$ cat src/rtl/lpm_pkg.sv
`default_nettype none

package lpm_pkg;

    // Fixed field and register geometry
    localparam int PATTERN_MAX_DEF = 32;
    localparam int BYTE_W          = 8;
    localparam int WORD_BYTES      = 8;
    localparam int CFG_DATA_W      = 64;
    localparam int CFG_IDX_W       = 3;
    localparam int LEN_W           = 6;

    // Wildcard bytes
    localparam logic [BYTE_W-1:0] ANY_RUN = 8'h25;
    localparam logic [BYTE_W-1:0] ANY_ONE = 8'h5F;

    // Configuration register map
    typedef enum logic [CFG_IDX_W-1:0] {
        REG_PATTERN_LENGTH = 3'd0,
        REG_PATTERN_WORD_0 = 3'd1,
        REG_PATTERN_WORD_1 = 3'd2,
        REG_PATTERN_WORD_2 = 3'd3,
        REG_PATTERN_WORD_3 = 3'd4
    } cfg_reg_t;

endpackage

`default_nettype wire

$ cat src/rtl/lpm_closure.sv
`default_nettype none

// Spread alive positions forward across runs of '%'. This is a carry chain:
// closed[i] = alive[i] | (prop[i] & closed[i-1]), solved with a parallel
// prefix network of ceil(log2(WIDTH)) levels.
module lpm_closure #(
    parameter int WIDTH = 33
) (
    input  wire logic [WIDTH-1:0] alive_i,
    input  wire logic [WIDTH-1:0] prop_i,
    output logic      [WIDTH-1:0] closed_o
);

    localparam int LEVELS = (WIDTH > 1) ? $clog2(WIDTH) : 1;

    logic [WIDTH-1:0] gen_lvl  [LEVELS+1];
    logic [WIDTH-1:0] prop_lvl [LEVELS+1];

    assign gen_lvl[0]  = alive_i;
    assign prop_lvl[0] = prop_i;

    // Combine spans of doubling distance at each level
    for (genvar l = 0; l < LEVELS; l++) begin : g_level
        localparam int DIST = 1 << l;
        always_comb begin
            for (int i = 0; i < WIDTH; i++) begin
                if (i >= DIST) begin
                    gen_lvl[l+1][i]  = gen_lvl[l][i] | (prop_lvl[l][i] & gen_lvl[l][i-DIST]);
                    prop_lvl[l+1][i] = prop_lvl[l][i] & prop_lvl[l][i-DIST];
                end else begin
                    gen_lvl[l+1][i]  = gen_lvl[l][i];
                    prop_lvl[l+1][i] = prop_lvl[l][i];
                end
            end
        end
    end

    assign closed_o = gen_lvl[LEVELS];

endmodule

`default_nettype wire

$ cat src/rtl/like_pattern_matcher.sv
`default_nettype none

// SQL LIKE matcher: the pattern ('%' any run, '_' any one byte, no escape) is
// loaded through the cfg_* write port, then text streams in one byte per
// transaction on s_*, the last one flagged by s_final_byte (an item with
// s_no_byte set carries no byte and stands for an empty text when final).
// One m_matched transaction follows each final item; other items give none.
// Throughput is one byte per cycle while s_ready is high: the update of the
// per-position alive bits, a prefix network over the '%' runs plus a byte
// compare per position, is combinational. The state of a final item is
// registered in the judge stage, which runs the final '%' closure and the
// length select; the result then moves into the output register, raising m_valid.
// s_ready drops only while both the judge stage and the output register are
// full and m_ready is low.
module like_pattern_matcher #(
    parameter int PATTERN_MAX = lpm_pkg::PATTERN_MAX_DEF
) (
    input  wire logic                            aclk,
    input  wire logic                            aresetn,
    input  wire logic                            cfg_wr_en,
    input  wire logic [lpm_pkg::CFG_IDX_W-1:0]   cfg_index,
    input  wire logic [lpm_pkg::CFG_DATA_W-1:0]  cfg_data,
    input  wire logic                            s_valid,
    output logic                                 s_ready,
    input  wire logic [lpm_pkg::BYTE_W-1:0]      s_text_byte,
    input  wire logic                            s_no_byte,
    input  wire logic                            s_final_byte,
    output logic                                 m_valid,
    input  wire logic                            m_ready,
    output logic                                 m_matched
);

    import lpm_pkg::*;

    localparam int VEC_W     = PATTERN_MAX + 1;
    localparam int LEN_IDX_W = $clog2(PATTERN_MAX + 1);

    logic [BYTE_W-1:0]    pattern_reg [PATTERN_MAX];
    logic [LEN_W-1:0]     pattern_length_reg;
    logic [LEN_IDX_W-1:0] len_used;
    logic [PATTERN_MAX-1:0] used_mask;
    logic [VEC_W-1:0]     prop_vec;

    logic [VEC_W-1:0]     alive_reg;
    logic [VEC_W-1:0]     alive_next;
    logic [VEC_W-1:0]     closed_a;
    logic [VEC_W-1:0]     step_vec;

    logic                 judge_valid_reg;
    logic                 judge_valid_next;
    logic [VEC_W-1:0]     judge_vec_reg;
    logic [VEC_W-1:0]     closed_b;
    logic                 judge_take;

    logic                 m_valid_reg;
    logic                 m_valid_next;
    logic                 m_matched_reg;
    logic                 s_accept;

    // Pattern length register
    always_ff @(posedge aclk) begin
        if (!aresetn) begin
            pattern_length_reg <= '0;
        end else if (cfg_wr_en && cfg_index == REG_PATTERN_LENGTH) begin
            pattern_length_reg <= cfg_data[LEN_W-1:0];
        end
    end

    // Pattern bytes, each taken from its lane of its word register
    for (genvar b = 0; b < PATTERN_MAX; b++) begin : g_pat
        localparam int WORD_SEL = b / WORD_BYTES;
        localparam int LANE     = b % WORD_BYTES;
        localparam logic [CFG_IDX_W-1:0] WORD_IDX =
            CFG_IDX_W'(int'(REG_PATTERN_WORD_0) + WORD_SEL);
        always_ff @(posedge aclk) begin
            if (!aresetn) begin
                pattern_reg[b] <= '0;
            end else if (cfg_wr_en && cfg_index == WORD_IDX) begin
                pattern_reg[b] <= cfg_data[LANE*BYTE_W +: BYTE_W];
            end
        end
    end

    // Saturate the length and mark positions in use
    assign len_used = (pattern_length_reg > LEN_W'(PATTERN_MAX)) ?
                      LEN_IDX_W'(PATTERN_MAX) : pattern_length_reg[LEN_IDX_W-1:0];

    always_comb begin
        prop_vec = '0;
        for (int i = 0; i < PATTERN_MAX; i++) begin
            used_mask[i]  = LEN_IDX_W'(i) < len_used;
            prop_vec[i+1] = used_mask[i] && (pattern_reg[i] == ANY_RUN);
        end
    end

    // Stage A: close the held state over '%' runs, then consume the byte
    lpm_closure #(.WIDTH(VEC_W)) u_closure_a (
        .alive_i  (alive_reg),
        .prop_i   (prop_vec),
        .closed_o (closed_a)
    );

    always_comb begin
        step_vec = '0;
        for (int i = 0; i < PATTERN_MAX; i++) begin
            if (used_mask[i] && closed_a[i]) begin
                if (pattern_reg[i] == ANY_RUN) begin
                    step_vec[i] = 1'b1;
                end else if (pattern_reg[i] == ANY_ONE || pattern_reg[i] == s_text_byte) begin
                    step_vec[i+1] = 1'b1;
                end
            end
        end
        // An item without a byte leaves the state as it is
        if (s_no_byte) begin
            step_vec = alive_reg;
        end
    end

    assign judge_take = !m_valid_reg || m_ready;
    assign s_ready    = !judge_valid_reg || judge_take;
    assign s_accept   = s_valid && s_ready;

    // Advance the alive state; a final item hands its state to the judge stage
    always_comb begin
        alive_next       = alive_reg;
        judge_valid_next = judge_valid_reg && !judge_take;
        if (s_accept) begin
            if (s_final_byte) begin
                alive_next       = VEC_W'(1);
                judge_valid_next = 1'b1;
            end else begin
                alive_next = step_vec;
            end
        end
    end

    always_ff @(posedge aclk) begin
        if (!aresetn) begin
            alive_reg       <= VEC_W'(1);
            judge_valid_reg <= 1'b0;
        end else begin
            alive_reg       <= alive_next;
            judge_valid_reg <= judge_valid_next;
        end
    end

    always_ff @(posedge aclk) begin
        if (s_accept && s_final_byte) begin
            judge_vec_reg <= step_vec;
        end
    end

    // Stage B: final closure and pick the bit at the pattern length
    lpm_closure #(.WIDTH(VEC_W)) u_closure_b (
        .alive_i  (judge_vec_reg),
        .prop_i   (prop_vec),
        .closed_o (closed_b)
    );

    always_comb begin
        m_valid_next = m_valid_reg && !m_ready;
        if (judge_valid_reg && judge_take) begin
            m_valid_next = 1'b1;
        end
    end

    always_ff @(posedge aclk) begin
        if (!aresetn) begin
            m_valid_reg <= 1'b0;
        end else begin
            m_valid_reg <= m_valid_next;
        end
    end

    always_ff @(posedge aclk) begin
        if (judge_valid_reg && judge_take) begin
            m_matched_reg <= closed_b[len_used];
        end
    end

    assign m_valid   = m_valid_reg;
    assign m_matched = m_matched_reg;

endmodule

`default_nettype wire

$ cat config.mk
export PLATFORM = sky130hd
export DESIGN_NAME = like_pattern_matcher
export DESIGN_NICKNAME = d
export VERILOG_FILES = /design/src/rtl/lpm_pkg.sv /design/src/rtl/lpm_closure.sv /design/src/rtl/like_pattern_matcher.sv
export SDC_FILE = /design/constraint.sdc
export NUM_CORES = 1
export LEC_CHECK = 0
export BUFFER_PORTS_ARGS = -buffer_cell sky130_fd_sc_hd__buf_4
export CORE_MARGIN = 10
export CORE_UTILIZATION = 60
export CTS_CLUSTER_SIZE = 16
export DETAILED_ROUTE_END_ITERATION = 8
export PLACE_DENSITY_LB_ADDON = 0.15
export SYNTH_ARGS = -nofsm -noshare
export SYNTH_HDL_FRONTEND = slang
export SYNTH_SLANG_ARGS = --single-unit
$ cat constraint.sdc
create_clock -name aclk -period 9.41 [get_ports aclk]
set_input_delay 0.4705 -clock aclk [delete_from_list [all_inputs] [get_ports aclk]]
set_output_delay 0.4705 -clock aclk [all_outputs]
set_load 0.05 [all_outputs]
Word level (Yosys, flattened, before mapping) --
Memories as Yosys holds them, arrays and structs flattened. Index checks and enable logic that the tools add are counted. Widths: inputs -> output; s select.
Storage, ports and cells: register bits 75, bits in latches 0, bits in writable memories 256, memory bits (read-only) 0, logic and storage cells 1098, memories kept 1
Operators by class: add/sub/neg operators 0, multipliers 0, div/mod/pow operators 0, order comparisons 34, equality and inequality tests 100, shift-type cells 0, mux-type cells 181, bitwise operators 663, reductions and logical operators 113
Memories:
- pattern_reg | words 32, width 8, read ports 32, clocked after memory_dff 0, wr ports 32, line like_pattern_matcher.sv:38 | logic [BYTE_W-1:0] pattern_reg [PATTERN_MAX];
Operators by type and width (number):
- $and 1x1->1 | 367
- $or 1x1->1 | 296
- $eq 8x6->1 const B | 32
- $eq 8x7->1 const B | 32
- $eq 8x8->1 | 32
- $mux 8 | 32
- $mux 1 | 113
- $lt 5x6->1 const A | 16
- $logic_and 1x1->1 | 74
- $mux 33 | 2
- $mux 2 | 32
- $lt 4x6->1 const A | 8
- $logic_or 1x1->1 | 34
- $lt 3x6->1 const A | 4
- $lt 1x6->1 const A | 2
- $lt 2x6->1 const A | 2
- $lt 6x7->1 const B | 1
- $bmux 1 s6 | 1
- $eq 3x2->1 const B | 2
- $gt 6x6->1 const B | 1
- $mux 6 | 1
- $logic_not 1->1 | 4
- $eq 3x1->1 const B | 1
- $eq 3x3->1 const B | 1
- $logic_not 3->1 | 1

Longest topological paths before layout --
Gate-level depths: netlist (run 1).
depth in word-level cells 70, mapped depth 14, gate-level depth less buffers 10

Hierarchy --
From an unflattened synthesis (run 1), not the netlist that was laid out.
Second synthesis, totals: cells, all modules 1909, area, all modules 19779.0 sq um
By module, submodules not included:
- like_pattern_matcher | times used 1, cells an instance 1633, area an instance 18072.3 sq um, sequential area each 9529.1 sq um
- lpm_closure | times used 2, cells an instance 138, area an instance 853.3 sq um, sequential area each 0.0 sq um

Worst setup path before layout (run 1) --
OpenSTA, ideal clock, no wires.
path type input-to-reg, start point input cfg_index[2] (netlist bit), end point memory pattern_reg[16][0] (netlist: pattern_reg[1][0]), enable pin, setup time 0.574 ns, data arrival time 5.172 ns, path slack 3.663 ns, cell stages on the path 2, path buffers 0, cell sequence nand2b_1 -> o21ai_0
RTL lines:
- from (decl) | line like_pattern_matcher.sv:21 | input wire logic [lpm_pkg::CFG_IDX_W-1:0] cfg_index,
- to (decl) | line like_pattern_matcher.sv:38

Worst setup path in the final report (run 1) --
start point register pattern_length_reg[2], end point register alive_reg[14]
Between the ends: longest elaborated chain between the ends 17, elaborated cells on any way between the ends 113, those cells by class order compare (16); mux (6); bitwise (75); reduce/logical (16)
Ends and longest elaborated chain:
- from (decl) | line like_pattern_matcher.sv:39 | logic [LEN_W-1:0] pattern_length_reg;
- from (signal assigned) | line like_pattern_matcher.sv:65 | pattern_length_reg <= cfg_data[LEN_W-1:0];
- $gt 6x6->1 | line like_pattern_matcher.sv:85 | assign len_used = (pattern_length_reg > LEN_W'(PATTERN_MAX)) ?
- $mux 6 (*) | line like_pattern_matcher.sv:85
- $lt 3x6->1 / $lt 2x6->1 (equally long branches) | line like_pattern_matcher.sv:91 | used_mask[i] = LEN_IDX_W'(i) < len_used;
- $logic_and 1x1->1 | line like_pattern_matcher.sv:92 | prop_vec[i+1] = used_mask[i] && (pattern_reg[i] == ANY_RUN);
- $and 1x1->1 | line lpm_closure.sv:28 | gen_lvl[l+1][i] = gen_lvl[l][i] | (prop_lvl[l][i] & gen_lvl[l][i-DIST]);
- $or 1x1->1 | line lpm_closure.sv:28
- $and 1x1->1 | line lpm_closure.sv:28
- $or 1x1->1 | line lpm_closure.sv:28
- $and 1x1->1 / $or 1x1->1 (equally long branches) | line lpm_closure.sv:28
- $or 1x1->1 / $and 1x1->1 (equally long branches) | line lpm_closure.sv:28
- $or 1x1->1 | line lpm_closure.sv:28
- $logic_and 1x1->1 | line like_pattern_matcher.sv:106 | if (used_mask[i] && closed_a[i]) begin
- $mux 2 | line like_pattern_matcher.sv:106
- $mux 1 | line like_pattern_matcher.sv:107 | if (pattern_reg[i] == ANY_RUN) begin
- $mux 2 (*) | line like_pattern_matcher.sv:106
- $mux 33 (*) | line like_pattern_matcher.sv:115 | if (s_no_byte) begin
- $mux 33 (*) | line like_pattern_matcher.sv:129 | if (s_final_byte) begin
- to (signal assigned) | line like_pattern_matcher.sv:143 | alive_reg <= alive_next;
- to (decl) | line like_pattern_matcher.sv:44 | logic [VEC_W-1:0] alive_reg;
Every way passes the cells marked *; elsewhere a longest branch is shown, timed or not. A chain may end at the register's enable or synchronous reset.

==> impl_metrics.tcl, run 1 <==
set metrics [dict create \
    ys_warn_count 0 \
    drtPass1Iterations 6 \
    syn_avg_cell_area_um2 10.22 \
    grt_pass1_vias 16915 \
    clkTransAtPathRegs_ps 60 \
    largest_reg_flops 256 \
    grt_max_degree 65 \
    dp_hpwl_mm 48.76 \
    cts.sinks 331 \
    hold_start "cfg_data[26]" \
    cts_repair_resize_count 0 \
    io_buffers 84 \
    period_needed_ps 4752 \
    die_y_um 202.5 \
    finalMaxSlewViolations 0 \
    drc 0 \
    syn_inst 1956 \
    grt_first_pass_wirelength_mm 102.5 \
    cp.arrival_ps 5220 \
    fillers 2473 \
    synth_area_um2 19990 \
    reg2reg_to "alive_reg[14]$_SDFFE_PN0P_" \
    cp-end-kind "flip-flop" \
    reg2reg_from "pattern_length_reg[2]$_SDFFE_PN0P_" \
    setup_viol 0 \
    crit_path_start_kind "flip-flop" \
    tightest_slew_ps 1215 \
    rsz0062_at_grt "false" \
    fin_crit_sh_pct 50.50 \
    drive_gt1_share_pct 11.10 \
    initialDrtViolationCount 2069 \
    cap_violations 0 \
    ir_worst_vdd_mv 0.1607 \
    cts_tree "built" \
    path_delay_family "compound AO/OA/AOI/OAI gates" \
    async_flop_share_pct 0 \
    detail-route-antenna-nets 0 \
    required_ps 9880 \
    finalSetupTns_ps 0 \
    status "complete, no violations" \
    routedWlPerCell_um 27.62 \
    clock_latency_ps 540 \
    timing.fmax_mhz 210.4 \
    io_pins 85 \
    ys_types 93 \
    hold_buffers 0 \
    drt_wl_total_mm 68.47 \
    dominantRegCellSynth "edfxtp_1" \
    slowest_stage "a2111oi_1" \
    num_rows 66 \
    mostFrequentLayoutCell "edfxtp_1" \
    synth_edf_count 290 \
    slew-limit-headroom_pct 18.27 \
    die_w_um 202.5 \
    reg2reg_slack_ps 4660 \
    yosys-top-cells-area "edfxtp_1, and2_1, xnor2_1" \
    grt_use_total_pct 32.62 \
    whs_path_depth 2 \
    fin_util_pct 67.99 \
    worstSetupPathType "flip-flop to flip-flop" \
    cts_buffer_depth 3 \
    critical_path_buf_inv_count 0 \
    via_per_inst 6.813 \
    netlist.area_leader.share_pct 43.57 \
    clock-root-buffer "clkbuf_16" \
    worst_r2r_path_depth 9 \
    start_util_pct 61.13 \
    hold_viol 0 \
    timing.critical_path.fanout_max 26 \
    gr-total-overflow 0 \
    cts_made_buffers 36 \
    cts_setup_buffers 0 \
    place_inst 2413 \
    htreeDepth 2 \
    gp_congestion 1.042 \
    p_per_area_nw_per_um2 158.6 \
    yosys.area.top_type "edfxtp_1" \
    core_region_area_um2 32700 \
    ys_seq_elements 331 \
    hold_class "input pin to flip-flop" \
    crit_chain "o211ai_1 -> a2111oi_1 -> nand2_1 -> o21a_1 -> o31a_1 -> nor4_1 -> a21oi_1 -> o21ai_0 -> and2_1" \
    skew_ps 21.45 \
    die-area_um2 41020 \
    instances_no_fill 2479 \
    syn_nets 2038 \
    max_stage_delay_ps 1080 \
    layout.nets 2091 \
    final_cell_mix "edfxtp_1, and2_1, xnor2_1" \
    via_count 16890 \
    min_to "pattern_reg[1][26]$_SDFFCE_PN0P_" \
    synth-seq-area-share_pct 47.67 \
    p_leak_nw 7.240 \
    antenna_found_initial 2 \
    syn2layout_area_growth_pct 11.23 \
]
==> layout make-up <==
type                            count  area (um^2)  area share (%)
Clock inverter                     18        153.9          0.6922
Tap cell                          442        553.0           2.487
Multi-Input combinational cell   1508        10100           45.42
Antenna cell                        1        2.502         0.01125
Clock buffer                       47        994.7           4.474
Inverter                           24        90.09          0.4052
Sequential cell                   331         9529           42.86
Timing Repair Buffer              108        810.8           3.647
==> how the worst max path moves through the flow <==
| stage | slack [ps] | cells after the start | end | start |
|---|---|---|---|---|
| 3_5_place_dp | 4770 | 9 | alive_reg[14]$_SDFFE_PN0P_ | pattern_length_reg[2]$_SDFFE_PN0P_ |
| 2_1_floorplan | 3660 | 2 | pattern_reg[1][0]$_SDFFCE_PN0P_ | cfg_index[2] |
| 4_1_cts | 4750 | 9 | alive_reg[14]$_SDFFE_PN0P_ | pattern_length_reg[2]$_SDFFE_PN0P_ |
| 5_1_grt | 4400 | 9 | alive_reg[14]$_SDFFE_PN0P_ | pattern_length_reg[2]$_SDFFE_PN0P_ |
| 6_report | 4660 | 9 | alive_reg[14]$_SDFFE_PN0P_ | pattern_length_reg[2]$_SDFFE_PN0P_ |
| 3_3_place_gp | 4730 | 9 | alive_reg[14]$_SDFFE_PN0P_ | pattern_length_reg[2]$_SDFFE_PN0P_ |
==> power breakdown <==
group	switching [mW]	internal (mW)
combinational	0.220	0.140
sequential	0.0827	1.68
clock	0.594	0.805
total	0.896	2.63
==> through the flow <==
step | setup WS (ps) | instance area (um^2) | hold WS (ps) | power, mW
6_report | 4658 | 22230 | 237.2 | 3.526
4_1_cts | 4750 | 22230 | 228.8 | 3.515
5_1_grt | 4402 | 22230 | 239.5 | 3.620
3_5_place_dp | 4769 | 21080 | 454.4 | 2.144
3_3_place_gp | 4733 | 21080 | 440.9 | 2.125
2_1_floorplan | 3663 | 19990 | 432.2 | 2.000
==> cell usage after synthesis, drive strengths merged, types with 7 or more instances <==
library cell  number
nor2             134
mux2i              7
buf               23
or4b              32
xor2              88
o21ai             78
nand3b            33
nand4b            24
and2             264
mux2               9
a211oi            18
a21o              14
a21boi             7
clkbuf            70
a22oi             23
nand4             56
a2111oi           19
inv               23
or3               12
a31oi             21
nor3              67
dfxtp             41
nor4              41
a21oi            102
nand2            106
edfxtp           290
xnor2            168
o31ai             20
nand3             29
nor2b             14
a22o               7
nand2b            10
==> metal layers <==
layer  vias to the layer above  routed length [um]  GRT usage [%]
met5                         -                  13              0
met4                         2                2584          13.72
met3                       179                7551          6.655
met2                      1072               31900          52.05
met1                      8274               26420          42.57
li1                       7363                   -              -
==> cells by family after synthesis <==
kind of cell	count (synthesis)	synth area share, %
buffers and inverters	117	2.222
AOI/OAI and AO/OA	387	13.50
xor gates and xnor gates	256	11.22
muxes	16	0.8576
and+or+nand+nor	849	24.54
DFF	331	47.67
(Power assumes the default switching activity.)
==> run 2: changes to the inputs <==
--- a/config.mk
+++ b/config.mk
@@ -7,7 +7,7 @@
 export LEC_CHECK = 0
 export BUFFER_PORTS_ARGS = -buffer_cell sky130_fd_sc_hd__buf_4
 export CORE_MARGIN = 10
-export CORE_UTILIZATION = 60
+export CORE_UTILIZATION = 57
 export CTS_CLUSTER_SIZE = 16
 export DETAILED_ROUTE_END_ITERATION = 8
 export PLACE_DENSITY_LB_ADDON = 0.15
==> constraint.sdc (replaced) <==
create_clock -name aclk -period 4.19 [get_ports aclk]
set_input_delay 0.2095 -clock aclk [delete_from_list [all_inputs] [get_ports aclk]]
set_output_delay 0.2095 -clock aclk [all_outputs]
set_load 0.05 [all_outputs]
==> impl_metrics.tcl, run 2 (synthesis results as in run 1) <==
set metrics [dict create \
    largest_reg_flops 256 \
    finalPower_mw 8.179 \
    setup_viol 0 \
    rsz0062_at_grt "false" \
    initialDrtViolationCount 2157 \
    cts_made_buffers 37 \
    routedWlPerCell_um 26.79 \
    fillers 2628 \
    detail-route-antenna-nets 0 \
    slew-limit-headroom_pct 32.11 \
    num_rows 68 \
    period_needed_ps 4026 \
    drc 0 \
    cp-end-kind "flip-flop" \
    clkTransAtPathRegs_ps 60 \
    skew_ps 31.55 \
    cap_violations 0 \
    core_region_area_um2 34540 \
    die_y_um 207.3 \
    syn2layout_area_growth_pct 17.47 \
    timing.critical_path.fanout_max 19 \
    hold_class "input pin to flip-flop" \
    p_leak_nw 7.869 \
    via_count 17336 \
    final_cell_mix "edfxtp_1, and2_1, buf_4" \
    reg2reg_from "pattern_length_reg[3]$_SDFFE_PN0P_" \
    reg2reg_to "judge_vec_reg[31]$_DFFE_PP_" \
    antenna_found_initial 1 \
    htreeDepth 2 \
    p_per_area_nw_per_um2 348.3 \
    hold_start "aresetn" \
    drt_wl_total_mm 70.23 \
    tightest_slew_ps 1018 \
    io_buffers 84 \
    start_util_pct 57.87 \
    grt_pass1_vias 17042 \
    holdWs_ps 70.42 \
    timing.fmax_mhz 248.4 \
    gp_congestion 1.069 \
    grt_first_pass_wirelength_mm 104.7 \
    whs_path_depth 2 \
    path_delay_family "compound AO/OA/AOI/OAI gates" \
    cts_tree "built" \
    finalMaxSlewViolations 0 \
    required_ps 4520 \
    die_w_um 207.3 \
    status "complete, no violations" \
    mostFrequentLayoutCell "edfxtp_1" \
    worstSetupPathType "flip-flop to flip-flop" \
    cts.sinks 331 \
    drive_gt1_share_pct 13.35 \
    max_stage_delay_ps 530 \
    finalSetupTns_ps 0 \
    ir_worst_vdd_mv 0.3783 \
    io_pins 85 \
    gr-total-overflow 0 \
    cp.arrival_ps 4350 \
    worstSetupStartpoint "pattern_length_reg[3]$_SDFFE_PN0P_" \
    die-area_um2 42960 \
    fin_crit_sh_pct 96.09 \
    grt_use_total_pct 31.56 \
    reg2reg_slack_ps 160 \
    clock_latency_ps 570 \
    critical_path_buf_inv_count 2 \
    via_per_inst 6.614 \
    cts_buffer_depth 3 \
    hold_viol 0 \
    slowest_stage "a311oi_4" \
    min_to "alive_reg[14]$_SDFFE_PN0P_" \
    dp_hpwl_mm 50.07 \
    cpMostUsedCell "buf_4" \
    crit_path_start_kind "flip-flop" \
    layout.nets 2219 \
    drtPass1Iterations 6 \
    worst_r2r_path_depth 12 \
    cts_setup_buffers 0 \
    clock-root-buffer "clkbuf_16" \
    crit_chain "buf_4 -> a311oi_4 -> nor4_2 -> buf_4 -> a2111oi_0 -> nor3_1 -> a211o_1 -> a32o_1 -> o31ai_2 -> a21boi_1 -> o211a_1 -> o31a_1" \
    grt_max_degree 65 \
]
==> run 2: cell types whose count changed in the layout (fill, tap and decap cells not counted), sizes merged <==
| cell | previous run | this run |
|---|---|---|
| bufinv | 2 | 4 |
| buf | 108 | 169 |
| clkinv | 16 | 13 |
| clkbuf | 47 | 50 |
| dlygate4sd3 | 0 | 66 |
==> run 2: how the worst max path moves through the flow <==
stage / end / slack (ps) / depth (start not counted)
after floorplan: pattern_reg[1][0]$_SDFFCE_PN0P_ / -1300 / 2
after global placement: m_matched$_DFFE_PP_ / -440 / 12
after detailed placement: m_matched$_DFFE_PP_ / -290 / 12
after CTS: m_matched$_DFFE_PP_ / 50 / 12
after global routing: m_matched$_DFFE_PP_ / 20 / 10
final: judge_vec_reg[31]$_DFFE_PP_ / 160 / 12
==> run 2: metrics by stage <==
step                util [%]  worst slack [ps]  instance area [um^2]  instances
floorplan                  -             -1296                 19990       1956
global placement       62.38            -441.2                 21550       2487
detailed placement     62.38            -292.8                 21550       2487
CTS                    67.88             50.17                 23450       2620
global route           67.97             20.30                 23480       2620
finish                 67.98             164.0                 23480       2621
==> run 2: what timing repair did <==
item | CTS | global route
setup endpoints to repair | 9 | 2
hold endpoints to repair | 235 | 0
resized for setup | 1 | 5
hold buffers | 66 | 0
==> run 2: area by class of cell <==
class,count,area [um^2],area share (%)
Clock buffer,50,1047,4.460
Timing Repair Buffer,235,1929,8.217
Tap cell,455,569.3,2.424
Clock inverter,17,185.2,0.7886
Sequential cell,331,9529,40.58
Inverter,24,90.09,0.3837
Antenna cell,1,2.502,0.01066
Multi-Input combinational cell,1508,10130,43.13
==> run 2: power by group <==
group	leakage (nW)	switching, mW	total (mW)	internal [mW]
registers	3.14	0.174	3.96	3.78
logic	4.13	0.514	0.884	0.370
clock network	0.606	1.34	3.34	2.00
==> run 2: layer usage <==
metal / track usage, % / wire [um] / up-vias
met2: 49.12 / 31630 / 1045
met4: 15.58 / 3335 / 2
met1: 41.17 / 27810 / 8470
met3: 6.438 / 7429 / 199
met5: 0 / 13 / -
li1: - / - / 7620
==> run 2: worst register-to-register path: stages, from the launching register on <==
cell and delay (ps):
dfxtp_1 350, buf_4 240, a311oi_4 530, nor4_2 160, buf_4 230, a2111oi_0 440
nor3_1 170, a211o_1 340, a32o_1 260, o31ai_2 370, a21boi_1 220, o211a_1 250
o31a_1 230
